File: config.mk
export PLATFORM = sky130hd
export DESIGN_NAME = lsa_ctrl
export DESIGN_NICKNAME = d
export VERILOG_FILES = /design/src/rtl/lsa_pkg.sv /design/src/rtl/lsa_ctrl.sv
export SDC_FILE = /design/constraint.sdc
export NUM_CORES = 2
export LEC_CHECK = 0
export ABC_AREA = 1
export BUFFER_PORTS_ARGS = -buffer_cell sky130_fd_sc_hd__buf_2
export CAP_MARGIN = 20
export CORE_MARGIN = 4
export CORE_UTILIZATION = 35
export DETAILED_ROUTE_END_ITERATION = 8
export SETUP_SLACK_MARGIN = 0.05
export SYNTH_ARGS = -nofsm -noshare
export SYNTH_HDL_FRONTEND = slang
export SYNTH_SLANG_ARGS = --single-unit
File: constraint.sdc
create_clock -name clk -period 23.8 [get_ports clk]
set_input_delay 4.76 -clock clk [delete_from_list [all_inputs] [get_ports clk]]
set_output_delay 4.76 -clock clk [all_outputs]
set_load 0.01 [all_outputs]
File: src/rtl/lsa_pkg.sv
// Shared types, widths and codes of the light slot allocator.
package lsa_pkg;

    localparam int NUM_LIGHTS_DEF = 32;
    localparam int KEY_W          = 16;
    localparam int TIME_W         = 32;
    localparam int POS_W          = 16;
    localparam int RAD_W          = 24;
    localparam int SLOT_W         = 5;
    localparam int CHOICE_W       = 2;

    localparam logic OP_ALLOC = 1'b0;
    localparam logic OP_TICK  = 1'b1;

    typedef enum logic [CHOICE_W-1:0] {
        CH_KEY      = 2'd0,
        CH_EXPIRED  = 2'd1,
        CH_FARTHEST = 2'd2,
        CH_TICK     = 2'd3
    } choice_t;

    typedef enum logic [2:0] {
        ST_IDLE,
        ST_SCAN,
        ST_DIST,
        ST_WRITE,
        ST_TICK,
        ST_FINISH
    } state_t;

    typedef struct packed {
        logic        [KEY_W-1:0]  key;
        logic signed [POS_W-1:0]  x;
        logic signed [POS_W-1:0]  y;
        logic signed [POS_W-1:0]  z;
        logic        [RAD_W-1:0]  radius;
        logic        [TIME_W-1:0] expiry;
        logic        [RAD_W-1:0]  decay;
    } entry_t;

endpackage

File: src/rtl/lsa_ctrl.sv
// Sequencer at the head of the ring: searches, writes and decays entries as they pass.
module lsa_ctrl #(
    parameter int NUM_LIGHTS = lsa_pkg::NUM_LIGHTS_DEF
) (
    input  logic                               clk,
    input  logic                               rst_n,
    input  logic                               in_valid,
    output logic                               in_stall,
    input  logic                               opcode,
    input  logic        [lsa_pkg::KEY_W-1:0]   light_key,
    input  logic        [lsa_pkg::TIME_W-1:0]  now_time,
    input  logic signed [lsa_pkg::POS_W-1:0]   view_x,
    input  logic signed [lsa_pkg::POS_W-1:0]   view_y,
    input  logic signed [lsa_pkg::POS_W-1:0]   view_z,
    input  logic signed [lsa_pkg::POS_W-1:0]   pos_x,
    input  logic signed [lsa_pkg::POS_W-1:0]   pos_y,
    input  logic signed [lsa_pkg::POS_W-1:0]   pos_z,
    input  logic        [lsa_pkg::RAD_W-1:0]   start_radius,
    input  logic        [lsa_pkg::TIME_W-1:0]  expiry_time,
    input  logic        [lsa_pkg::RAD_W-1:0]   decay_rate,
    input  lsa_pkg::entry_t                    head,
    output logic                               shift,
    output lsa_pkg::entry_t                    wrap,
    output logic                               out_valid,
    input  logic                               out_stall,
    output logic        [lsa_pkg::SLOT_W-1:0]  slot,
    output logic        [lsa_pkg::CHOICE_W-1:0] choice
);
    import lsa_pkg::*;

    localparam int IDX_W  = $clog2(NUM_LIGHTS);
    localparam int SQ_W   = 2 * POS_W;
    localparam int DIST_W = SQ_W + 2;
    localparam int LOSS_W = TIME_W + RAD_W;

    state_t              state_reg, state_next;
    logic [IDX_W-1:0]    cnt_reg, cnt_next;
    logic                op_reg, op_next;
    logic [KEY_W-1:0]    key_reg, key_next;
    logic [TIME_W-1:0]   now_reg, now_next;
    logic signed [POS_W-1:0] vx_reg, vx_next, vy_reg, vy_next, vz_reg, vz_next;
    entry_t              new_reg, new_next;
    logic [TIME_W-1:0]   prev_tick_reg, prev_tick_next;
    logic [TIME_W-1:0]   elapsed_reg, elapsed_next;
    logic                key_hit_reg, key_hit_next;
    logic [IDX_W-1:0]    key_idx_reg, key_idx_next;
    logic                exp_hit_reg, exp_hit_next;
    logic [IDX_W-1:0]    exp_idx_reg, exp_idx_next;
    logic                dv_reg, dv_next;
    logic [IDX_W-1:0]    didx_reg, didx_next;
    logic [SQ_W-1:0]     sqx_reg, sqx_next, sqy_reg, sqy_next, sqz_reg, sqz_next;
    logic [DIST_W-1:0]   best_reg, best_next;
    logic [IDX_W-1:0]    far_idx_reg, far_idx_next;
    logic                out_valid_reg, out_valid_next;
    logic [SLOT_W-1:0]   slot_reg, slot_next;
    logic [CHOICE_W-1:0] choice_reg, choice_next;

    logic                cnt_last;
    logic                head_expired;
    logic signed [POS_W:0] dx, dy, dz;
    logic [POS_W-1:0]    ax, ay, az;
    logic [DIST_W-1:0]   dsum;
    logic [LOSS_W-1:0]   loss;
    logic [RAD_W-1:0]    decayed;
    logic [IDX_W-1:0]    pick;
    choice_t             pick_kind;

    always_ff @(posedge clk or negedge rst_n)
    begin
        if (!rst_n)
        begin
            state_reg     <= ST_IDLE;
            cnt_reg       <= '0;
            prev_tick_reg <= '0;
            key_hit_reg   <= 1'b0;
            exp_hit_reg   <= 1'b0;
            dv_reg        <= 1'b0;
            best_reg      <= '0;
            far_idx_reg   <= '0;
            out_valid_reg <= 1'b0;
        end
        else
        begin
            state_reg     <= state_next;
            cnt_reg       <= cnt_next;
            prev_tick_reg <= prev_tick_next;
            key_hit_reg   <= key_hit_next;
            exp_hit_reg   <= exp_hit_next;
            dv_reg        <= dv_next;
            best_reg      <= best_next;
            far_idx_reg   <= far_idx_next;
            out_valid_reg <= out_valid_next;
        end
    end

    always_ff @(posedge clk)
    begin
        op_reg      <= op_next;
        key_reg     <= key_next;
        now_reg     <= now_next;
        vx_reg      <= vx_next;
        vy_reg      <= vy_next;
        vz_reg      <= vz_next;
        new_reg     <= new_next;
        elapsed_reg <= elapsed_next;
        key_idx_reg <= key_idx_next;
        exp_idx_reg <= exp_idx_next;
        didx_reg    <= didx_next;
        sqx_reg     <= sqx_next;
        sqy_reg     <= sqy_next;
        sqz_reg     <= sqz_next;
        slot_reg    <= slot_next;
        choice_reg  <= choice_next;
    end

    assign cnt_last     = (cnt_reg == IDX_W'(NUM_LIGHTS - 1));
    assign head_expired = (head.expiry < now_reg);

    assign dx = {head.x[POS_W-1], head.x} - {vx_reg[POS_W-1], vx_reg};
    assign dy = {head.y[POS_W-1], head.y} - {vy_reg[POS_W-1], vy_reg};
    assign dz = {head.z[POS_W-1], head.z} - {vz_reg[POS_W-1], vz_reg};
    assign ax = dx[POS_W] ? POS_W'(-dx) : dx[POS_W-1:0];
    assign ay = dy[POS_W] ? POS_W'(-dy) : dy[POS_W-1:0];
    assign az = dz[POS_W] ? POS_W'(-dz) : dz[POS_W-1:0];
    assign dsum = DIST_W'(sqx_reg) + DIST_W'(sqy_reg) + DIST_W'(sqz_reg);

    assign loss    = LOSS_W'(elapsed_reg) * LOSS_W'(head.decay);
    assign decayed = (loss >= LOSS_W'(head.radius)) ? '0 : head.radius - loss[RAD_W-1:0];

    always_comb
    begin
        if (key_hit_reg)
        begin
            pick      = key_idx_reg;
            pick_kind = CH_KEY;
        end
        else if (exp_hit_reg)
        begin
            pick      = exp_idx_reg;
            pick_kind = CH_EXPIRED;
        end
        else
        begin
            pick      = far_idx_reg;
            pick_kind = CH_FARTHEST;
        end
    end

    always_comb
    begin
        state_next     = state_reg;
        cnt_next       = cnt_reg;
        op_next        = op_reg;
        key_next       = key_reg;
        now_next       = now_reg;
        vx_next        = vx_reg;
        vy_next        = vy_reg;
        vz_next        = vz_reg;
        new_next       = new_reg;
        prev_tick_next = prev_tick_reg;
        elapsed_next   = elapsed_reg;
        key_hit_next   = key_hit_reg;
        key_idx_next   = key_idx_reg;
        exp_hit_next   = exp_hit_reg;
        exp_idx_next   = exp_idx_reg;
        dv_next        = 1'b0;
        didx_next      = didx_reg;
        sqx_next       = sqx_reg;
        sqy_next       = sqy_reg;
        sqz_next       = sqz_reg;
        best_next      = best_reg;
        far_idx_next   = far_idx_reg;
        out_valid_next = out_valid_reg;
        slot_next      = slot_reg;
        choice_next    = choice_reg;
        shift          = 1'b0;
        wrap           = head;

        if (out_valid_reg && !out_stall)
        begin
            out_valid_next = 1'b0;
        end

        if (dv_reg && (dsum > best_reg))
        begin
            best_next    = dsum;
            far_idx_next = didx_reg;
        end

        case (state_reg)
            ST_IDLE:
            begin
                if (in_valid)
                begin
                    op_next         = opcode;
                    key_next        = light_key;
                    now_next        = now_time;
                    vx_next         = view_x;
                    vy_next         = view_y;
                    vz_next         = view_z;
                    new_next.key    = light_key;
                    new_next.x      = pos_x;
                    new_next.y      = pos_y;
                    new_next.z      = pos_z;
                    new_next.radius = start_radius;
                    new_next.expiry = expiry_time;
                    new_next.decay  = decay_rate;
                    key_hit_next    = 1'b0;
                    exp_hit_next    = 1'b0;
                    best_next       = '0;
                    far_idx_next    = '0;
                    if (opcode == OP_TICK)
                    begin
                        elapsed_next   = now_time - prev_tick_reg;
                        prev_tick_next = now_time;
                        state_next     = ST_TICK;
                    end
                    else
                    begin
                        state_next = ST_SCAN;
                    end
                end
            end
            ST_SCAN:
            begin
                shift = 1'b1;
                if ((key_reg != '0) && !key_hit_reg && (head.key == key_reg))
                begin
                    key_hit_next = 1'b1;
                    key_idx_next = cnt_reg;
                end
                if (!exp_hit_reg && head_expired)
                begin
                    exp_hit_next = 1'b1;
                    exp_idx_next = cnt_reg;
                end
                sqx_next  = ax * ax;
                sqy_next  = ay * ay;
                sqz_next  = az * az;
                didx_next = cnt_reg;
                dv_next   = 1'b1;
                cnt_next  = cnt_last ? '0 : cnt_reg + 1'b1;
                if (cnt_last)
                begin
                    state_next = ST_DIST;
                end
            end
            ST_DIST:
            begin
                state_next = ST_WRITE;
            end
            ST_WRITE:
            begin
                shift = 1'b1;
                if (cnt_reg == pick)
                begin
                    wrap = new_reg;
                end
                cnt_next = cnt_last ? '0 : cnt_reg + 1'b1;
                if (cnt_last)
                begin
                    state_next = ST_FINISH;
                end
            end
            ST_TICK:
            begin
                shift = 1'b1;
                if (!head_expired && (head.radius != '0))
                begin
                    wrap.radius = decayed;
                end
                cnt_next = cnt_last ? '0 : cnt_reg + 1'b1;
                if (cnt_last)
                begin
                    state_next = ST_FINISH;
                end
            end
            ST_FINISH:
            begin
                if (!out_valid_reg || !out_stall)
                begin
                    out_valid_next = 1'b1;
                    if (op_reg == OP_TICK)
                    begin
                        slot_next   = '0;
                        choice_next = CH_TICK;
                    end
                    else
                    begin
                        slot_next   = SLOT_W'(pick);
                        choice_next = pick_kind;
                    end
                    state_next = ST_IDLE;
                end
            end
            default:
            begin
                state_next = ST_IDLE;
            end
        endcase
    end

    assign in_stall  = (state_reg != ST_IDLE);
    assign out_valid = out_valid_reg;
    assign slot      = slot_reg;
    assign choice    = choice_reg;

    a_result_after_finish: assert property (@(posedge clk) disable iff (!rst_n)
        $rose(out_valid_reg) |-> $past(state_reg == ST_FINISH))
        else $error("Result beat raised outside the finish step.");

    a_ring_aligned_idle: assert property (@(posedge clk) disable iff (!rst_n)
        (state_reg == ST_IDLE) |-> (cnt_reg == '0))
        else $error("Ring is not aligned while idle.");

    a_scan_to_drain: assert property (@(posedge clk) disable iff (!rst_n)
        (state_reg == ST_SCAN && cnt_last) |=> (state_reg == ST_DIST))
        else $error("Scan pass did not end in the distance drain step.");

    a_expired_hit_holds: assert property (@(posedge clk) disable iff (!rst_n)
        (state_reg == ST_SCAN && exp_hit_reg) |=> (exp_hit_reg && $stable(exp_idx_reg)))
        else $error("First expired entry was overwritten during the scan.");

endmodule

==> metrics <==
fraction of layout cells with a size suffix above 1=9.523%; die span in x=476.6 µm; antenna diode count=0; Clock Sinks=455; Routed Antenna Nets=0; Min-Delay Path Depth=2; HPWL Detailed=182200 µm; RSZ-0062 raised after global routing=no; Worst Slack Setup Final=5.808 ns; Largest stage delay, worst path=0.63 ns; initial antenna violation count=5; Core Rows=171; Hold WC Path Type=flop to flop; clk slew on worst S/H paths=0.06 ns; Post-CTS Setup Bufs=0; most frequent cells in the layout=inv_1 (2527), nand2_1 (1995), fa_1 (1188), ha_1 (695), nor2_1 (619); count of cell types in the netlist=61; skew final=0.03936 ns; post-synthesis instance area=76840 µm²; Yosys top cell area share=30.95%; Syn. warnings=0; Worst Max-Slew Pin Slew=1.165 ns; Post-Synthesis Mean Instance Area=8.200 µm²; CTS Hold Bufs=0; Routed WL per cell=17.32 µm; period utilization=75.60%; CTS Buf Count=59; DRT iter0 DRCs=3249; CP Max Fanout=33; fin area=84510 µm²; worst flop-to-flop path endpoint=sqx_reg[24]$_DFFE_PP_; DRC=0; Reg2Reg Setup Slack=14.75 ns; vias per cell=4.788; CTS H-tree depth=2; gr usage total=19.34%; Final TNS setup=0 ns; Max Cap Viol=0; CP arrival=13.23 ns; Area Growth Syn to Fin=9.981%; Max clock buf depth=3; Worst EP required=19.04 ns; synth top area cells=fa_1 (31%), edfxtp_1 (15%), inv_1 (12%); Vias=60620; Setup WS pre-CTS=5.857 ns; Mapped Cells=9371; max reg flops=144; Hold Violations, Final=0; CTS tree=built; Final nets=12010; final setup fails=0; FF+latch count, synth=455; Slew HR=22.30%; port bufs=526; largest net degree at the start of global routing=95; final WL=219300 µm; Final Max Tran Viols=0; Synth async-reset ratio=18.24%; most used cell, CP=nand2_1; Cell Area, Placed=82430 µm²; critical path's slowest cell=buf_2; non-filler instance count after layout=12660; post-synthesis sequential area ratio=17.24%; clock latency on the worst-skew pair=0.73 ns; reg2reg path depth=33; IO Count=527; cts repair resizes=0; Final Critical Period=17.99 ns; vias in the first global route=64970; root buffer selected by CTS=clkbuf_16; Reg2Reg Launch Point=vx_reg[0]$_DFFE_PP_; DIE HEIGHT=476.6 µm; Critical Path Source Type=input port; placed insts=12550; Worst setup EP type=primary output; commonest non-fill, non-tap cell in the layout=inv_1; critical path type=input port to primary output; Post-synth EDFFs=372; TritonRoute pass-1 iters=5; area leader, netlist=fa_1; outcome=finished, final reports clean; Starting Density=35.28%; Peak Freq=0.05558 GHz; die area=227100 µm²; WHS Endpoint=far_idx_reg[0]$_DFF_PN0_; total congestion overflow=0; Placer Congestion=0.9146; first-pass GRT wire length=353200 µm; core area=217800 µm²; Most used DFF post-synth=edfxtp_1; hold path start=didx_reg[0]$_DFFE_PP_
## metrics by stage
step                      utilization, %  hold slack [ns]
after detailed placement           37.85           0.4864
after global routing               38.80           0.5257
final                              38.80           0.4934
after CTS                          38.80           0.4995
after floorplan                        -           0.4570
after global placement             37.85           0.4777
## cells in the mapped netlist (6+ instances only)
cell and n:
o2111ai_1 6, o21a_1 16, nor4_1 23, o21ai_1 29, buf_4 14, a21o_1 20
buf_6 7, nand3b_1 19, ha_1 695, xnor2_1 78, xnor2_2 6, inv_2 22
buf_2 38, o31ai_1 6, inv_1 2528, nand4_1 64, edfxtp_1 372, nand3_1 203
nor3_1 50, nor2_2 29, a31oi_1 20, clkbuf_1 198, or2_2 12, a221oi_1 9
nand2_2 25, a211oi_1 21, xor2_1 157, o211ai_1 11, o21bai_1 27, o21ai_0 227
a21boi_0 9, a21oi_1 355, o221ai_1 6, mux2_2 127, nand2_1 1996, nor2_1 620
dfrtp_1 83, xor2_2 6, fa_1 1188
## cells by family (layout without fill, tap and decap cells)
kind of cell	count (synthesis)	in the layout	share of synthesized area [%]
other cells	2	3	0.009773
compound gates	788	788	5.741
buf+inv	2813	3249	13.94
simple gates	3056	3056	16.01
mux	127	127	1.861
fa+ha+maj	1883	1883	42.27
xor+xnor	247	247	2.932
flops	455	455	17.24
## metal layers
layer	vias up	part of all wire, %	global-route usage (%)
li1	28820	-	-
met3	357	4.4	2.173
met4	4	3.2	5.707
met1	30020	41	23.85
met5	-	0.0096	0
met2	1415	51	35.40
## worst max-delay path by stage
| stage | startpoint | endpoint | depth (start not counted) |
|---|---|---|---|
| 2_1_floorplan | head[3] | wrap[70] | 40 |
| 3_3_place_gp | head[3] | wrap[79] | 39 |
| 3_5_place_dp | head[6] | wrap[75] | 39 |
| 4_1_cts | head[6] | wrap[75] | 39 |
| 5_1_grt | head[3] | wrap[75] | 39 |
| 6_report | head[4] | wrap[70] | 39 |
## critical path, delay by kind of cell
| kind | cells | cell delay (ns) |
|---|---|---|
| AOI/OAI and AO/OA | 3 | 0.45 |
| xor gates and xnor gates | 1 | 0.32 |
| adders and majority gates | 9 | 4.25 |
| buffers and inverters | 9 | 1.15 |
| and+or+nand+nor | 17 | 2.25 |
## final cells by class
class / instances / area (µm²)
timing repair buffer: 585 / 3078
tap: 2854 / 3571
inverter: 2552 / 9589
clock inverter: 43 / 568.0
sequential: 455 / 13250
multi-input combinational: 6104 / 52950
clock buffer: 69 / 1514
fill: 22310 / 133300
Power is not shown: default switching activity piles up to over one toggle a cycle in this logic, so the estimate is an artifact.
