File: src/rtl/lsa_pkg.sv
// Shared types, widths and codes of the light slot allocator.
package lsa_pkg;

    localparam int NUM_LIGHTS_DEF = 32;
    localparam int KEY_W          = 16;
    localparam int TIME_W         = 32;
    localparam int POS_W          = 16;
    localparam int RAD_W          = 24;
    localparam int SLOT_W         = 5;
    localparam int CHOICE_W       = 2;

    localparam logic OP_ALLOC = 1'b0;
    localparam logic OP_TICK  = 1'b1;

    typedef enum logic [CHOICE_W-1:0] {
        CH_KEY      = 2'd0,
        CH_EXPIRED  = 2'd1,
        CH_FARTHEST = 2'd2,
        CH_TICK     = 2'd3
    } choice_t;

    typedef enum logic [2:0] {
        ST_IDLE,
        ST_SCAN,
        ST_DIST,
        ST_WRITE,
        ST_TICK,
        ST_FINISH
    } state_t;

    typedef struct packed {
        logic        [KEY_W-1:0]  key;
        logic signed [POS_W-1:0]  x;
        logic signed [POS_W-1:0]  y;
        logic signed [POS_W-1:0]  z;
        logic        [RAD_W-1:0]  radius;
        logic        [TIME_W-1:0] expiry;
        logic        [RAD_W-1:0]  decay;
    } entry_t;

endpackage

File: src/rtl/lsa_cell.sv
// One cell of the light entry ring: holds one entry and passes it on when the ring turns.
module lsa_cell (
    input  logic           clk,
    input  logic           rst_n,
    input  logic           shift,
    input  lsa_pkg::entry_t d,
    output lsa_pkg::entry_t q
);
    import lsa_pkg::*;

    entry_t entry_reg;

    always_ff @(posedge clk or negedge rst_n)
    begin
        if (!rst_n)
        begin
            entry_reg <= '0;
        end
        else if (shift)
        begin
            entry_reg <= d;
        end
    end

    assign q = entry_reg;

endmodule

File: config.mk
export PLATFORM = sky130hd
export DESIGN_NAME = lsa_cell
export DESIGN_NICKNAME = d
export VERILOG_FILES = /design/src/rtl/lsa_pkg.sv /design/src/rtl/lsa_cell.sv
export SDC_FILE = /design/constraint.sdc
export NUM_CORES = 1
export LEC_CHECK = 0
export BUFFER_PORTS_ARGS = -buffer_cell sky130_fd_sc_hd__buf_4
export CAP_MARGIN = 20
export CORE_UTILIZATION = 40
export DETAILED_ROUTE_END_ITERATION = 10
export GPL_TIMING_DRIVEN = 0
export PLACE_DENSITY = 0.72
export SLEW_MARGIN = 10
export SYNTH_ARGS = -nofsm -noshare
export SYNTH_HDL_FRONTEND = slang
export SYNTH_SLANG_ARGS = --single-unit
File: constraint.sdc
create_clock -name clk -period 1.39 [get_ports clk]
set_input_delay 0.139 -clock clk [delete_from_list [all_inputs] [get_ports clk]]
set_output_delay 0.139 -clock clk [all_outputs]
set_load 0.1 [all_outputs]
==> metrics.md, run 1 <==
| Metric | Value |
|---|---|
| Maximum operating frequency | `0.793 GHz` |
| Primary FF master, synth | `dfrtp_1` |
| Post-synthesis xor/xnor area fraction | `0%` |
| Largest family of logic cells by synthesized area | `multiplexers` |
| Share of cells above drive strength 1 | `around 62%` |
| Post-CTS sizing | `0` |
| Final net count | `about 910` |
| RSZ-0062 raised after global routing | `false` |
| Most area-consuming cells after synthesis | `dfrtp_1, mux2_2, mux2_4` |
| Clock transition at the registers of the reported paths | `0.06 ns` |
| Vias | `4377` |
| Fraction of registers with async set/reset | `100%` |
| Worst Path Buf+Inv | `1` |
| Post-synthesis sequential area ratio | `64.6%` |
| Most instantiated cells after synthesis | `dfrtp_1, mux2_2, mux2_4` |
| Switching share of power | `38.3%` |
| Starting Density | `a little over two fifths` |
| EDFF count, synth | `0` |
| Reg power frac | `32.1%` |
| Synth Net Count | `451` |
| Net Sw Power | `5.82 mW` |
| Post-Syn Area | `around 5600 sq um` |
| CTS max path bufs | `2` |
| Global-route wire length before repair | `~26 mm` |
| H-tree depth | `4` |
| Core area | `around 13000 sq um` |
| Num CTS Buffers | `17` |
| Chip Height | `around 120 um` |
| Area share of the largest cell type after synthesis | `64.6%` |
| Clock latency on the worst-skew pair | `0.41 ns` |
| Syn-to-layout area delta | `80.8%` |
| CTS tree | `done` |
| Row count | `42` |
| Vias/cell | `4.63` |
| CP startpoint kind | `flip-flop` |
| # Post-CTS Setup Buffers | `0` |
| Synth Area in Compound Gates | `0%` |
| Pin count of the biggest net entering global routing | `85` |
| Internal | `~9.4 mW` |
| Outcome | `finished, final reports clean` |
| Crit-path cells | `buf_4` |
| Pre-antenna DRT Iters | `4` |
| Final Core Density | `between 70 and 80%` |
| Crit-path max cell delay | `0.40 ns` |
| Library cells used by synthesis | `5` |
| Post-synthesis adder-cell area fraction | `0%` |
| Max-slew violation count | `0` |
| Cell taking the most area after synthesis | `dfrtp_1` |
| Combinational power share | `between 30% and 40%` |
| WP data required | `about 1.3 ns` |
| Count leader, synth | `dfrtp_1` |
| Peak supply drop | `0.945 mV` |
| DRT Wirelength | `between 15 and 20 mm` |
| Final Skew | `0 ns` |
| Largest register FFs | `144` |
| Post-synthesis mux area share | `33.1%` |
| GRT Total Usage | `approximately a quarter` |
| Dpl hpwl | `10.4 mm` |
| Final worst path period share | `90.7%` |
| Family with the most delay on the worst path | `flip-flops` |
| Crit path kind | `reg2out` |
| Synthesized flop and latch total | `around 140` |
| CP max-delay cell | `dfrtp_1` |
| # setup viols final | `0` |
| CP Capture Type | `primary output` |
| Endpoints failing hold | `0` |
| DRC | `0` |
| Gate Count Post-Synth | `about 300` |
| Mapped Avg Cell Area | `~18 sq um` |
| Power Dens Cells | `1500 nW/um^2` |
| Hold Slack | `approximately 0.25 ns` |
| CP arrival | `between 1 and 1.5 ns` |
| Port Buffers | `roughly 290` |
| Syn. warnings | `0` |
| Die area | `14400 sq um` |
| Placer congestion estimate | `~0.75` |
| WL per Instance | `18.0 um` |
| Clk sink count | `approximately 140` |
| Initial antenna violation count | `0` |
| Final ANT Viol Nets | `0` |
| I/O Pins | `roughly 290` |
| Grt ovf | `0` |
| Minimum clock period | `between 1 and 1.5 ns` |
| Hold Crit Class | `in2reg` |
| Die W | `120 um` |
| Max cap viols | `0` |
| TNS Setup | `0 ns` |
| Critical-path maximum fanout | `2` |
| # hold bufs at CTS | `between 100 and 150` |
| Root Buffer | `clkbuf_16` |
| Lkg Pwr | `4.90 nW` |
| Worst slew pin tran | `0.769 ns` |
| Relative slew slack | `48.8%` |
| Initial DRC count | `163` |
| Clk pwr share | `32.2%` |
| Post-Synth Simple-Gate Area | `0%` |
| Antenna Cells | `0` |
| Filler cells | `794` |
| Vias in the first global route | `5055` |
## layer usage
| metal | track usage [%] | wire length (um) | share of wire, % |
|---|---|---|---|
| met4 | 10.9 | 507 | 3.0 |
| met1 | 25.7 | 6000 | 35 |
| met5 | 0 | 0 | 0 |
| met2 | 45.2 | 9360 | 55 |
| met3 | 5.99 | 1150 | 6.7 |
## final timing paths
check | slack [ns] | start | cells past startpoint | end
worst min-delay path | 0.25 | shift | 3 | q[95]
max in group asynchronous | 0.31 | rst_n | 3 | q[12]
worst max register to register | 0.57 | q[131] | 1 | q[131]
worst max-delay path | 0.13 | q[131] | 1 | q[131]
min in group asynchronous | 0.33 | rst_n | 2 | q[57]
worst min register to register | 0.50 | q[101] | 1 | q[101]
## per-stage QoR
| stage | setup WS, ns | instances | instance area [sq um] | power (mW) |
|---|---|---|---|---|
| 3_5_place_dp | 0.256 | 770 | 8000 | 9.97 |
| 5_1_grt | 0.109 | 946 | 10100 | 15.6 |
| 2_1_floorplan | 0.132 | 304 | 5580 | 8.65 |
| 3_3_place_gp | -0.394 | 769 | 7970 | 9.90 |
| 6_report | 0.129 | 946 | 10100 | 15.2 |
| 4_1_cts | 0.136 | 946 | 10100 | 15.2 |
## cell families after synthesis
logic type  count (synthesis)
mux                       144
flops                     144
buf+inv                    16
## power groups by stage
stage / Sequential, mW / Combinational [mW] / Clock (mW)
floorplan: 8.00 / 0.651 / 0
global placement: 4.90 / 5.01 / 0
detailed placement: 4.92 / 5.05 / 0
CTS: 4.86 / 5.39 / 4.95
global route: 4.92 / 5.55 / 5.16
finish: 4.87 / 5.41 / 4.89
## cells in the final DEF, fill, tap and decap left out
cell and count:
clkbuf_1 1, dlygate4sd3_1 145, clkbuf_16 17, buf_6 9, clkinv_2 2, clkinvlp_4 2
mux2_4 60, bufinv_16 4, dfrtp_1 144, inv_6 1, buf_2 8, buf_4 288
buf_16 1, mux2_2 84, clkbuf_8 4
## final cells by class
| type | count | area [sq um] | area share, % |
|---|---|---|---|
| clock buffer | 22 | 484 | 4.80 |
| clock inverter | 9 | 154 | 1.53 |
| buffer | 16 | 130 | 1.29 |
| multi-input combinational | 144 | 1850 | 18.3 |
| sequential | 144 | 3600 | 35.7 |
| timing repair buffer | 435 | 3650 | 36.2 |
| tap | 176 | 220 | 2.18 |
Note: power is estimated with default switching activity, not from simulation.
==> run 2, diff against run 1 <==
--- a/config.mk
+++ b/config.mk
@@ -10,7 +10,7 @@
 export CORE_UTILIZATION = 40
 export DETAILED_ROUTE_END_ITERATION = 10
 export GPL_TIMING_DRIVEN = 0
-export PLACE_DENSITY = 0.72
+export PLACE_DENSITY = 0.8
 export SLEW_MARGIN = 10
 export SYNTH_ARGS = -nofsm -noshare
 export SYNTH_HDL_FRONTEND = slang
==> metrics.md, run 2 (synthesized netlist as in run 1, its figures left out) <==
| Metric | Value |
|---|---|
| CTS max path bufs | `2` |
| Global-route wire length before repair | `around 27 mm` |
| Clock latency on the worst-skew pair | `0.40 ns` |
| WL met2 | `9.45 mm` |
| CP arrival | `about 1.1 ns` |
| Grt ovf | `0` |
| Pre-antenna DRT Iters | `6` |
| Clk sink count | `144` |
| Hold path cells | `3` |
| Crit-path max cell delay | `0.39 ns` |
| GRT Total Usage | `roughly 25%` |
| Levels on crit path | `1` |
| DRT Wirelength | `approximately 17 mm` |
| Hold Crit Class | `in2reg` |
| Max cap viols | `0` |
| Vias in the first global route | `~5000` |
| Root Buffer | `clkbuf_16` |
| Vias | `between 4000 and 5000` |
| H-tree depth | `4` |
| # setup viols final | `0` |
| Port Buffers | `289` |
| Peak supply drop | `0.935 mV` |
| Initial DRC count | `approximately 120` |
| Hold Slack | `0.266 ns` |
| Worst slew pin tran | `~0.68 ns` |
| Worst Path Buf+Inv | `1` |
| Initial antenna violation count | `0` |
| CP max-delay cell | `dfrtp_1` |
| Final Skew | `0 ns` |
| Post-CTS sizing | `0` |
| Crit-path cells | `buf_4` |
| Crit path kind | `reg2out` |
| Power Dens Cells | `~1500 nW/um^2` |
| Antenna Cells | `0` |
| Lkg Pwr | `approximately 4.9 nW` |
| Share of cells above drive strength 1 | `just over 60%` |
| Num CTS Buffers | `17` |
| RSZ-0062 raised after global routing | `false` |
| I/O Pins | `between 200 and 300` |
| Maximum operating frequency | `around 0.80 GHz` |
| Placer congestion estimate | `0.757` |
| Largest register FFs | `144` |
| R2R depth | `1` |
| Final Core Density | `75.8%` |
| Chip Height | `120 um` |
| Pin count of the biggest net entering global routing | `74` |
| M1 wire length | `between 6 and 7 mm` |
| WL per Instance | `18.4 um` |
| Clock transition at the registers of the reported paths | `0.06 ns` |
| Commonest cells after routing, fill and taps aside | `buf_4, dlygate4sd3_1, dfrtp_1` |
| Dpl hpwl | `10.3 mm` |
| Core area | `13400 sq um` |
| CP startpoint kind | `flip-flop` |
| Critical-path maximum fanout | `2` |
| Family with the most delay on the worst path | `flip-flops` |
| Placed cell area | `between 8000 and 9000 sq um` |
| Final ANT Viol Nets | `0` |
| CP Capture Type | `primary output` |
| Most common cell after layout, fill and taps aside | `buf_4` |
| Final net count | `905` |
| Die W | `about 120 um` |
| Syn-to-layout area delta | `81.9%` |
| Relative slew slack | `54.8%` |
| Die area | `14400 sq um` |
| Fin area | `10200 sq um` |
| CTS tree | `done` |
| Endpoints failing hold | `0` |
| Max-slew violation count | `0` |
| Highest Signal Layer | `met4` |
| Met3 routed WL | `1.24 mm` |
| Final worst path period share | `roughly nine tenths` |
| Row count | `42` |
| DRC | `0` |
| Starting Density | `roughly two fifths` |
| WP data required | `approximately 1.3 ns` |
| Vias/cell | `4.67` |
| Outcome | `finished, final reports clean` |
| Minimum clock period | `about 1.2 ns` |
run 2: cell count changes in the layout (fill, tap and decap cells not counted), sizes merged:
cell / delta
clkbuf: +1
bufinv: +2
inv: -1
clkinv: -1
run 2: cell type report:
type                       instances  area [sq um]
clock buffer                      23           498
tap                              176           220
buffer                            16           130
clock inverter                     9           200
multi-input combinational        144          1850
fill                             729          3250
sequential                       144          3600
timing repair buffer             435          3650
run 2: through the flow:
step                worst slack, ns  setup TNS (ns)  std cells  total power [mW]
global route                 0.0943               0        947              16.1
finish                        0.145               0        947              15.6
global placement             -0.336          -47.09        769              9.89
floorplan                     0.132               0        304              8.65
detailed placement            0.239               0        770              9.97
CTS                           0.141               0        947              15.6
run 2: path summary, 6_finish.rpt:
check / from / end / slack [ns]
worst min-delay path: shift / q[95] / 0.27
worst max register to register: q[66] / q[66] / 0.58
min in group asynchronous: rst_n / q[65] / 0.32
max in group asynchronous: rst_n / q[19] / 0.29
worst max-delay path: q[75] / q[75] / 0.14
worst min register to register: q[32] / q[32] / 0.51
run 2: timing repair:
action	in CTS	in global routing
hold buffers	145	0
setup buffers	0	0
hold endpoints to repair	216	0
run 2: metal layers:
| metal | vias up | global-route usage (%) |
|---|---|---|
| li1 | 1978 | - |
| met1 | 2198 | 26.2 |
| met2 | 213 | 45.9 |
| met3 | 35 | 7.65 |
| met4 | 0 | 9.53 |
| met5 | - | 0 |
run 2: power breakdown:
part | leakage [nW] | internal (mW) | switching [mW]
combinational | 2.91 | 1.56 | 3.86
clock | 0.336 | 3.61 | 1.69
sequential | 1.68 | 4.62 | 0.260
==> run 3, diff against run 2 <==
--- a/config.mk
+++ b/config.mk
@@ -7,10 +7,12 @@
 export LEC_CHECK = 0
 export BUFFER_PORTS_ARGS = -buffer_cell sky130_fd_sc_hd__buf_4
 export CAP_MARGIN = 20
-export CORE_UTILIZATION = 40
+export CORE_AREA = 2 2 113 115
+export CTS_CLUSTER_DIAMETER = 100
 export DETAILED_ROUTE_END_ITERATION = 10
+export DIE_AREA = 0 0 115 117
 export GPL_TIMING_DRIVEN = 0
-export PLACE_DENSITY = 0.8
+export PLACE_DENSITY = 0.89
 export SLEW_MARGIN = 10
 export SYNTH_ARGS = -nofsm -noshare
 export SYNTH_HDL_FRONTEND = slang
==> metrics.md, run 3 (synthesized netlist as in run 1, its figures left out) <==
| Metric | Value |
|---|---|
| DRC | `0` |
| Combinational power share | `34.3%` |
| Crit path kind | `reg2out` |
| CTS tree | `done` |
| Grt ovf | `0` |
| Global-route wire length before repair | `approximately 29 mm` |
| CP arrival | `1.12 ns` |
| DRT Wirelength | `19.7 mm` |
| RR Endpoint | `q[104]` |
| Place WS | `0.239 ns` |
| Total power | `around 16 mW` |
| Final worst path period share | `between 90 and 100%` |
| Endpoints failing hold | `0` |
| # setup viols final | `0` |
| Relative slew slack | `around three fifths` |
| Pre-antenna DRT Iters | `4` |
| Hold Path Sink | `q[95]` |
| Syn-to-layout area delta | `82.1%` |
| Max-slew violation count | `0` |
| Hold Slack | `0.271 ns` |
| Lkg Pwr | `between 4 and 5 nW` |
| Final Skew | `0 ns` |
| I/O Pins | `between 200 and 300` |
| Reg2reg start | `q[104]` |
| Clock transition at the registers of the reported paths | `0.06 ns` |
| GRT met3 Usage | `7.36%` |
| Initial antenna violation count | `4` |
| Core area | `about 12000 sq um` |
| Hold path cells | `3` |
| Critical-path maximum fanout | `2` |
| Reg area | `3600 sq um` |
| Initial DRC count | `252` |
| Crit-path cells | `buf_4` |
| GR peak layer | `met2` |
| Worst slew pin tran | `0.621 ns` |
| Placer congestion estimate | `0.765` |
| Vias in the first global route | `5157` |
| Vias/cell | `4.90` |
| Die area | `roughly 13000 sq um` |
| Largest register FFs | `144` |
| Final net count | `between 900 and 1000` |
| Power Dens Cells | `1570 nW/um^2` |
| # Post-CTS Setup Buffers | `0` |
| Internal | `~10 mW` |
| Maximum operating frequency | `0.794 GHz` |
| Commonest cells after routing, fill and taps aside | `buf_4, dlygate4sd3_1, dfrtp_1` |
| Die W | `115 um` |
| Clk pwr share | `roughly a third` |
| Num CTS Buffers | `17` |
| Port Buffers | `289` |
| Peak supply drop | `0.928 mV` |
| Hold Crit Class | `in2reg` |
| Clock latency on the worst-skew pair | `slightly above 0.4 ns` |
| CTS max path bufs | `2` |
| CP startpoint kind | `flip-flop` |
| Hold_sp | `shift` |
| Minimum clock period | `1.26 ns` |
| Worst Path Buf+Inv | `1` |
| Multi-input gate area | `1850 sq um` |
| WL per Instance | `21.3 um` |
| Dpl hpwl | `10.7 mm` |
| R2R depth | `1` |
| CP max-delay cell | `dfrtp_1` |
| PnR worst setup slack | `0.131 ns` |
| Vias | `around 4500` |
| Root Buffer | `clkbuf_16` |
| Pin count of the biggest net entering global routing | `80` |
| Filler cells | `a little under 600` |
| Reg power frac | `30.7%` |
| Net Sw Power | `approximately 6.0 mW` |
| Family with the most delay on the worst path | `flip-flops` |
| Switching share of power | `37.3%` |
| Most common cell after layout, fill and taps aside | `buf_4` |
| Share of cells above drive strength 1 | `about 63%` |
| WP data required | `1.25 ns` |
| Clk sink count | `144` |
| H-tree depth | `4` |
| Final ANT Viol Nets | `0` |
| Met1 usage | `31.1%` |
| Max cap viols | `0` |
| RSZ-0062 raised after global routing | `false` |
| Outcome | `finished, final reports clean` |
| Met2 usage | `53.7%` |
| Reg2Reg Setup Slack | `0.56 ns` |
| CP Capture Type | `primary output` |
| Crit-path max cell delay | `0.39 ns` |
| Starting Density | `45.3%` |
| Chip Height | `between 100 and 150 um` |
| GRT Total Usage | `29.2%` |
| Row count | `41` |
## run 3: changes by cell type in the layout (fill, tap and decap cells not counted)
cell / previous run / this run
clkbuf_1: 1 / 0
diode_2: 0 / 4
bufinv_16: 6 / 7
clkinvlp_4: 2 / 1
clkbuf_8: 5 / 6
## run 3: timing repair
action | in CTS | in global routing
hold buffers | 145 | 0
resized for setup | 0 | 0
hold endpoints to repair | 209 | 0
## run 3: cell type report
| cell class | instances | share of cell area (%) |
|---|---|---|
| plain buffers | 16 | 1.28 |
| well taps | 150 | 1.85 |
| repair buffers | 435 | 35.9 |
| clock inverters | 9 | 2.19 |
| flip-flops and latches | 144 | 35.5 |
| clock buffers | 23 | 5.00 |
| multi-input cells | 144 | 18.2 |
| diodes | 4 | 0.0985 |
## run 3: through the flow
step,setup TNS [ns],instances,utilization [%],instance area (sq um)
after global routing,0,925,82.5,10200
after global placement,-41.55,743,64.5,7940
after CTS,0,921,82.4,10200
final,0,925,82.5,10200
after floorplan,0,304,-,5580
after detailed placement,0,744,64.7,7970
## run 3: power by group through the flow
stage / registers (mW) / logic [mW] / clock network [mW]
after floorplan: 8.00 / 0.651 / 0
after global placement: 4.90 / 4.99 / 0
after detailed placement: 4.93 / 5.06 / 0
after CTS: 4.87 / 5.41 / 5.57
after global routing: 4.95 / 5.60 / 5.84
final: 4.91 / 5.48 / 5.59
## run 3: routing by layer
| layer | up-vias | wire length [um] | share of wire [%] |
|---|---|---|---|
| li1 | 1984 | - | - |
| met1 | 2236 | 6980 | 36 |
| met2 | 245 | 10700 | 54 |
| met3 | 69 | 1250 | 6.4 |
| met4 | 0 | 748 | 3.8 |
| met5 | - | 0 | 0 |
## run 3: how the worst max path moves through the flow
stage / from / to / slack [ns] / cells past startpoint
global placement: rst_n / q[97] / -0.30 / 1
CTS: q[11] / q[11] / 0.13 / 1
global route: rst_n / q[134] / 0.1 / 3
finish: q[104] / q[104] / 0.13 / 1
detailed placement: shift / q[57] / 0.24 / 4
floorplan: q[0] / q[0] / 0.13 / 1
